File: config.mk
export PLATFORM = sky130hd
export DESIGN_NAME = byte_recurrence_checksum_core_flat
export DESIGN_NICKNAME = d
export VERILOG_FILES = /design/src/hw/rtl/brc_pkg.sv /design/src/hw/rtl/brc_if.sv /design/src/hw/rtl/brc_in_stage.sv /design/src/hw/rtl/brc_datapath.sv /design/src/hw/rtl/byte_recurrence_checksum_core.sv /design/src/flat_wrapper.sv
export SDC_FILE = /design/constraint.sdc
export NUM_CORES = 1
export LEC_CHECK = 0
export BUFFER_PORTS_ARGS = -buffer_cell sky130_fd_sc_hd__clkbuf_2
export CORE_AREA = 2 2 155 157
export CTS_BUF_LIST = sky130_fd_sc_hd__clkbuf_8 sky130_fd_sc_hd__clkbuf_16
export DETAILED_ROUTE_END_ITERATION = 10
export DIE_AREA = 0 0 157 159
export PLACE_DENSITY = 0.84
export SKIP_LAST_GASP = 1
export SLEW_MARGIN = 0
export SYNTH_ARGS = -nofsm -noshare
export SYNTH_HDL_FRONTEND = slang
export SYNTH_SLANG_ARGS = --single-unit
File: constraint.sdc
create_clock -name clk -period 21.7 [get_ports clk]
set_clock_uncertainty 0.05 [all_clocks]
set_input_delay 5.425 -clock clk [delete_from_list [all_inputs] [get_ports clk]]
set_output_delay 5.425 -clock clk [all_outputs]
set_load 0.05 [all_outputs]
File: src/hw/rtl/brc_pkg.sv
// ----------------------------------------------------------------------------
// brc_pkg: shared types and arithmetic for the byte recurrence checksum
// Word types, modulus constants and the coefficient / reduction helpers.
// ----------------------------------------------------------------------------
package brc_pkg;

  localparam logic [15:0] MODULUS     = 16'hFFFF;
  localparam logic [7:0]  FIRST_OFS   = 8'd7;
  localparam logic [7:0]  ALPHA_STEP  = 8'd17;
  localparam logic [7:0]  BETA_STEP   = 8'd31;
  // 257 * 65535: a multiple of the modulus larger than any subtrahend (< 2^24)
  localparam logic [25:0] BIAS        = 26'd16842495;

  typedef struct packed {
    logic [7:0] data_byte;
    logic       last;
  } brc_item_t;

  // idx * k mod 256
  function automatic logic [7:0] brc_coef(input logic [7:0] idx, input logic [7:0] k);
    logic [15:0] p;
    p = {8'd0, idx} * {8'd0, k};
    return p[7:0];
  endfunction

  // End-around reduction of a 26-bit value modulo 2^16 - 1
  function automatic logic [15:0] brc_mod(input logic [25:0] t);
    logic [16:0] s1;
    logic [15:0] s2;
    s1 = {1'b0, t[15:0]} + {7'd0, t[25:16]};
    s2 = 16'({1'b0, s1[15:0]} + {16'd0, s1[16]});
    return (s2 == MODULUS) ? 16'd0 : s2;
  endfunction

endpackage

File: src/hw/rtl/brc_if.sv
// ----------------------------------------------------------------------------
// brc_if: stream interfaces of the byte recurrence checksum
// Byte input channel and checksum result channel, valid/ready handshake.
// ----------------------------------------------------------------------------
interface brc_byte_if;
  logic       valid;
  logic       ready;
  logic [7:0] data_byte;
  logic       last;

  modport source (output valid, output data_byte, output last, input ready);
  modport sink   (input valid, input data_byte, input last, output ready);
endinterface

interface brc_sum_if;
  logic        valid;
  logic        ready;
  logic [15:0] checksum;

  modport source (output valid, output checksum, input ready);
  modport sink   (input valid, input checksum, output ready);
endinterface

File: src/hw/rtl/brc_in_stage.sv
// ----------------------------------------------------------------------------
// brc_in_stage: input register
// Captures one byte word per cycle unless held full by a stalled datapath; drains when the datapath advances.
// ----------------------------------------------------------------------------
module brc_in_stage import brc_pkg::*; (
  input  logic      clk,
  input  logic      rst_n,
  input  logic      in_valid,
  input  brc_item_t in_item,
  output logic      in_ready,
  input  logic      advance,
  output logic      s1_valid,
  output brc_item_t s1_item
);

  logic      valid_r, valid_nxt;
  brc_item_t item_r;
  logic      load;

  assign in_ready = !valid_r || advance;
  assign load     = in_valid && in_ready;

  always_comb begin
    valid_nxt = valid_r;
    if (load) begin
      valid_nxt = 1'b1;
    end else if (advance) begin
      valid_nxt = 1'b0;
    end
  end

  always_ff @(posedge clk) begin
    if (!rst_n) begin
      valid_r <= 1'b0;
    end else begin
      valid_r <= valid_nxt;
    end
  end

  always_ff @(posedge clk) begin
    if (load) begin
      item_r <= in_item;
    end
  end

  assign s1_valid = valid_r;
  assign s1_item  = item_r;

endmodule

File: src/hw/rtl/brc_datapath.sv
// ----------------------------------------------------------------------------
// brc_datapath: recurrence state and one-step term update
// Holds prev/cur terms and byte index; computes the next term per byte.
// ----------------------------------------------------------------------------
module brc_datapath import brc_pkg::*; (
  input  logic        clk,
  input  logic        rst_n,
  input  logic        step,
  input  brc_item_t   item,
  output logic [15:0] term
);

  logic [15:0] prev_r, prev_nxt;
  logic [15:0] cur_r, cur_nxt;
  logic [7:0]  idx_r, idx_nxt;
  logic        in_msg_r, in_msg_nxt;

  logic [7:0]  alpha, beta;
  logic [8:0]  mult_a;
  logic [24:0] plus;
  logic [23:0] minus;
  logic        neg;
  logic [25:0] biased;
  logic [15:0] rec_term;

  assign alpha  = brc_coef(idx_r, ALPHA_STEP);
  assign beta   = brc_coef(idx_r, BETA_STEP);
  assign mult_a = {1'b0, item.data_byte} + {1'b0, alpha};
  assign plus   = {16'd0, mult_a} * {9'd0, cur_r};
  assign minus  = {16'd0, beta} * {8'd0, prev_r};
  // a negative difference d maps to (1 - d) mod 65535
  assign neg    = plus < {1'b0, minus};
  assign biased = {1'b0, plus} + BIAS + {25'd0, neg} - {2'd0, minus};
  assign rec_term = brc_mod(biased);

  assign term = in_msg_r ? rec_term : {8'd0, item.data_byte} + {8'd0, FIRST_OFS};

  always_comb begin
    prev_nxt   = prev_r;
    cur_nxt    = cur_r;
    idx_nxt    = idx_r;
    in_msg_nxt = in_msg_r;
    if (step) begin
      if (item.last) begin
        prev_nxt   = 16'd1;
        cur_nxt    = 16'd0;
        idx_nxt    = 8'd0;
        in_msg_nxt = 1'b0;
      end else begin
        prev_nxt   = in_msg_r ? cur_r : 16'd1;
        cur_nxt    = term;
        idx_nxt    = idx_r + 8'd1;
        in_msg_nxt = 1'b1;
      end
    end
  end

  always_ff @(posedge clk) begin
    if (!rst_n) begin
      prev_r   <= 16'd1;
      cur_r    <= 16'd0;
      idx_r    <= 8'd0;
      in_msg_r <= 1'b0;
    end else begin
      prev_r   <= prev_nxt;
      cur_r    <= cur_nxt;
      idx_r    <= idx_nxt;
      in_msg_r <= in_msg_nxt;
    end
  end

  a_last_clears: assert property (@(posedge clk) disable iff (!rst_n)
    step && item.last |=> !in_msg_r && idx_r == 8'd0)
    else $error("state not cleared after final byte");

  a_idle_state: assert property (@(posedge clk) disable iff (!rst_n)
    !in_msg_r |-> prev_r == 16'd1 && cur_r == 16'd0 && idx_r == 8'd0)
    else $error("idle state not at reset values");

  a_mid_term_reduced: assert property (@(posedge clk) disable iff (!rst_n)
    step && in_msg_r |-> rec_term != MODULUS)
    else $error("term not fully reduced");

endmodule

File: src/hw/rtl/byte_recurrence_checksum_core.sv
// ----------------------------------------------------------------------------
// byte_recurrence_checksum_core: 16-bit recurrence checksum over byte messages
// Input register, recurrence datapath and checksum output register.
// ----------------------------------------------------------------------------
//   channel  | dir | payload                      | word
//   in_if    | in  | data_byte[7:0], last         | one message byte
//   out_if   | out | checksum[15:0]               | one per message (on last)
//
// One byte per cycle sustained while the output takes checksums; an accepted
// byte passes the input register, and its checksum the result register.
// rst_n is synchronous; reset empties both registers and the message state.
// A stalled output holds only final bytes; other bytes keep flowing until a final byte waits in the input register.
// ----------------------------------------------------------------------------
module byte_recurrence_checksum_core import brc_pkg::*; (
  input  logic            clk,
  input  logic            rst_n,
  brc_byte_if.sink        in_if,
  brc_sum_if.source       out_if
);

  brc_item_t   in_item, s1_item;
  logic        s1_valid;
  logic        out_free;
  logic        advance;
  logic        step;
  logic [15:0] term;

  logic        out_valid_r, out_valid_nxt;
  logic [15:0] checksum_r;
  logic        load_out;

  assign in_item.data_byte = in_if.data_byte;
  assign in_item.last      = in_if.last;

  assign out_free = !out_valid_r || out_if.ready;
  assign advance  = s1_valid && (!s1_item.last || out_free);
  assign step     = advance;
  assign load_out = step && s1_item.last;

  brc_in_stage u_in_stage (
    .clk      (clk),
    .rst_n    (rst_n),
    .in_valid (in_if.valid),
    .in_item  (in_item),
    .in_ready (in_if.ready),
    .advance  (advance),
    .s1_valid (s1_valid),
    .s1_item  (s1_item)
  );

  brc_datapath u_datapath (
    .clk   (clk),
    .rst_n (rst_n),
    .step  (step),
    .item  (s1_item),
    .term  (term)
  );

  always_comb begin
    out_valid_nxt = out_valid_r;
    if (load_out) begin
      out_valid_nxt = 1'b1;
    end else if (out_if.ready) begin
      out_valid_nxt = 1'b0;
    end
  end

  always_ff @(posedge clk) begin
    if (!rst_n) begin
      out_valid_r <= 1'b0;
    end else begin
      out_valid_r <= out_valid_nxt;
    end
  end

  always_ff @(posedge clk) begin
    if (load_out) begin
      checksum_r <= term;
    end
  end

  assign out_if.valid    = out_valid_r;
  assign out_if.checksum = checksum_r;

  a_final_gives_result: assert property (@(posedge clk) disable iff (!rst_n)
    load_out |=> out_valid_r && checksum_r == $past(term))
    else $error("final byte did not produce a checksum word");

  a_no_overwrite: assert property (@(posedge clk) disable iff (!rst_n)
    out_valid_r && !out_if.ready |-> !load_out)
    else $error("pending checksum overwritten");

  a_sum_range: assert property (@(posedge clk) disable iff (!rst_n)
    out_valid_r |-> checksum_r != MODULUS)
    else $error("checksum out of range");

endmodule

File: src/flat_wrapper.sv
// flat-port wrapper written by rule: the top's interface ports become plain ports
module byte_recurrence_checksum_core_flat import brc_pkg::*;
  (clk, rst_n, in_if_valid, in_if_data_byte, in_if_last, in_if_ready, out_if_valid, out_if_checksum, out_if_ready);
  brc_byte_if in_if_i ();
  brc_sum_if out_if_i ();
  input  logic clk;
  input  logic rst_n;
  input wire logic [$bits(in_if_i.valid)-1:0] in_if_valid;
  input wire logic [$bits(in_if_i.data_byte)-1:0] in_if_data_byte;
  input wire logic [$bits(in_if_i.last)-1:0] in_if_last;
  output wire logic [$bits(in_if_i.ready)-1:0] in_if_ready;
  output wire logic [$bits(out_if_i.valid)-1:0] out_if_valid;
  output wire logic [$bits(out_if_i.checksum)-1:0] out_if_checksum;
  input wire logic [$bits(out_if_i.ready)-1:0] out_if_ready;
  assign in_if_i.valid = in_if_valid;
  assign in_if_i.data_byte = in_if_data_byte;
  assign in_if_i.last = in_if_last;
  assign in_if_ready = in_if_i.ready;
  assign out_if_valid = out_if_i.valid;
  assign out_if_checksum = out_if_i.checksum;
  assign out_if_i.ready = out_if_ready;
  byte_recurrence_checksum_core u_core (.clk(clk), .rst_n(rst_n), .in_if(in_if_i), .out_if(out_if_i));
endmodule
==> impl_metrics.toml <==
[timing]
fmax_mhz = 55.3
slew_violations = 0
layout_worst_path_cycle_share_pct = 83.4
hold_violations = 0
setup_viol = 0
relSlewSlack_pct = 17.0
fin_crit_ps = 18090
rsz0062_at_grt = "no"
worst_pin_slew_ps = 1240
finalSetupTns_ps = 0

[layout]
flow.area_growth_from_synthesis_pct = 4.79
fin_util_pct = 67.4
nNetsFinal = 2133
drive_gt1_share_pct = 4.43
diodes = 0
fillCellCount = 1824
fin_cells = 2058

[hold_path]
min_from = "u_core.u_datapath.idx_r[7]"
hold_depth = 2
whs_endpoint = "u_core.u_datapath.idx_r[7]"
hold_path.class = "reg -> reg"

[critical_path]
cp-start-kind = "flop"
rrSetupSlack_ps = 3610
cp_max_fo = 32
critPathKind = "reg -> reg"
max_stage_delay_ps = 960
critPathCaptureType = "flop"
crit_arrival_ps = 18120
worstPathRequired_ps = 21740
r2r-end = "u_core.out_if.checksum[9]"
reg2reg_depth = 66
rr_startpoint = "u_core.u_datapath.idx_r[0]"
path_common_cell = "fa_1"
crit_family = "adder cells"
critPathBufInv = 6
slowest_stage = "dfxtp_1"

[clock_network]
clkSinkCount = 68
insertion_delay_ps = 340
cts_inserted_buffers = 9
cts_tree = "built"
cts_resized = 0
postCtsHoldBufs = 0
clockBufferDepth = 2
clk_pin_slew_ps = 60
cts_root_buffer = "clkbuf_16"
postCtsSetupBuffers = 0
htreeDepth = 3

[route]
ant_nets = 0
vias = 12000
wl_microns = 36600
drtIter0Drc = 923
avgViaCountPerCell = 5.84
wl_per_cell_microns = 17.8
drtPass1Iterations = 6
drc = 0

[logic_synthesis]
synth-edff-count = 25
synth_top_area_share_pct = 27.5
synth_area_leaders = "fa_1 28%, ha_1 15%, inv_1 7.7%"
synth_commonest_cells = "307 x inv_1, 205 x fa_1, 190 x nand2_1"
yosysWarnings = 0
synthFlopType = "dfxtp_1"
netlist_area_sq_um = 14900
synth.ff_latch_count = 68
synth_area_per_cell_sq_um = 8.57
synth_top_area_cell = "fa_1"
yosysUniqueCellTypes = 74
yosysSeqAreaShare_pct = 10.8
synth_most_common_cell = "inv_1"
synth_nets = 2140
syn_inst = 1741
async_flop_share_pct = 0

[floorplan]
die_h_microns = 159
core_sq_um = 23200
die_w_microns = 157
io_pins = 31
std_cell_rows = 56
dieArea_sq_um = 25000
floorplan.initialDensity_pct = 64.3

[global_route]
grt_pass1_wl_microns = 61200
grt_overflow_total = 0
grt_max_degree = 42
grt_pass1_vias = 12400
grt_antenna_before_repair = 0
gr-usage-all-layers_pct = 30.5

[placed_design]
placed_cells = 2042
place.gp.congestion = 0.944
dp_hpwl_microns = 29300
io_buffers = 30

[outcome]
status = "complete, no violations"

[run]
maxCapViolations = 0
## flip-flops by register name, summed over array words and instances (netlist names)
name / count
u_core.u_datapath.idx_r: 8
u_core.u_in_stage.s1_valid: 1
u_core.u_datapath.prev_r: 16
u_core.out_if.valid: 1
u_core.u_datapath.cur_r: 16
u_core.u_datapath.in_msg_r: 1
u_core.out_if.checksum: 16
u_core.u_in_stage.s1_item: 9
## cell usage in the layout, fill, tap and decap left out, types with 8 or more instances in the layout
| cell type | count |
|---|---|
| inv_1 | 308 |
| fa_1 | 205 |
| nand2_1 | 190 |
| ha_1 | 181 |
| and2_1 | 139 |
| a21oi_1 | 73 |
| xnor2_1 | 72 |
| nor2_1 | 58 |
| dfxtp_1 | 43 |
| nor2b_1 | 41 |
| o21ai_0 | 38 |
| xor2_1 | 32 |
| clkbuf_2 | 30 |
| nor3_1 | 28 |
| edfxtp_1 | 25 |
| a21o_1 | 21 |
| nand3_1 | 21 |
| a22oi_1 | 16 |
| o21a_1 | 15 |
| a31oi_1 | 14 |
| o21bai_1 | 14 |
| o21ai_1 | 13 |
| buf_4 | 11 |
| clkbuf_16 | 10 |
| a211oi_1 | 9 |
| nand2b_1 | 8 |
| o31ai_1 | 8 |
## metal layers
metal / share of wire (%) / GRT usage [%] / up-vias
met4: 3.0 / 9.80 / 0
met2: 47 / 49.9 / 469
li1: - / - / 5569
met1: 41 / 41.9 / 5900
met3: 8.8 / 4.49 / 86
met5: 0 / 0 / -
## worst register-to-register path, delay by kind of cell, from the launching register on
kind	cells	cell delay, ps
xor gates and xnor gates	3	1260
buffers and inverters	6	670
adders and majority gates	17	6710
DFF	1	960
muxes	1	290
AOI/OAI and AO/OA	25	4700
and+or+nand+nor	14	3150
## per-stage QoR
| stage | hold slack [ps] | worst slack [ps] | instance area (sq um) |
|---|---|---|---|
| 2_1_floorplan | 387 | 6270 | 14900 |
| 3_3_place_gp | 494 | 4390 | 15300 |
| 3_5_place_dp | 512 | 3790 | 15300 |
| 4_1_cts | 522 | 3750 | 15600 |
| 5_1_grt | 558 | 2430 | 15600 |
| 6_report | 519 | 3610 | 15600 |
## how the worst max path moves through the flow
stage                                 end                  startpoint  slack [ps]  depth (start not counted)
2_1_floorplan  u_core.out_if.checksum[11]  u_core.u_datapath.idx_r[1]        6270                         69
3_3_place_gp    u_core.out_if.checksum[9]  u_core.u_datapath.idx_r[0]        4390                         66
3_5_place_dp   u_core.out_if.checksum[13]  u_core.u_datapath.idx_r[0]        3790                         66
4_1_cts         u_core.out_if.checksum[9]  u_core.u_datapath.idx_r[0]        3750                         66
5_1_grt        u_core.out_if.checksum[13]  u_core.u_datapath.idx_r[0]        2430                         66
6_report        u_core.out_if.checksum[9]  u_core.u_datapath.idx_r[0]        3610                         66
## cell type report
type / count / area (sq um) / share of cell area, %
Clock buffer: 10 / 250 / 1.60
Clock inverter: 6 / 60.1 / 0.384
Inverter: 307 / 1150 / 7.37
Multi-Input combinational cell: 1307 / 11900 / 76.3
Sequential cell: 68 / 1610 / 10.3
Tap cell: 319 / 399 / 2.55
Timing Repair Buffer: 41 / 233 / 1.49
## logic make-up after synthesis
group | share of synthesized area, %
AO/OA/AOI/OAI | 12.1
multiplexers | 0.294
adder cells (fa/ha/maj) | 42.7
buffers and inverters | 9.25
AND/OR/NAND/NOR | 18.5
flip-flops | 10.8
XOR/XNOR | 6.38
Power is not shown: default switching activity piles up to over one toggle a cycle in this logic, so the estimate is an artifact.
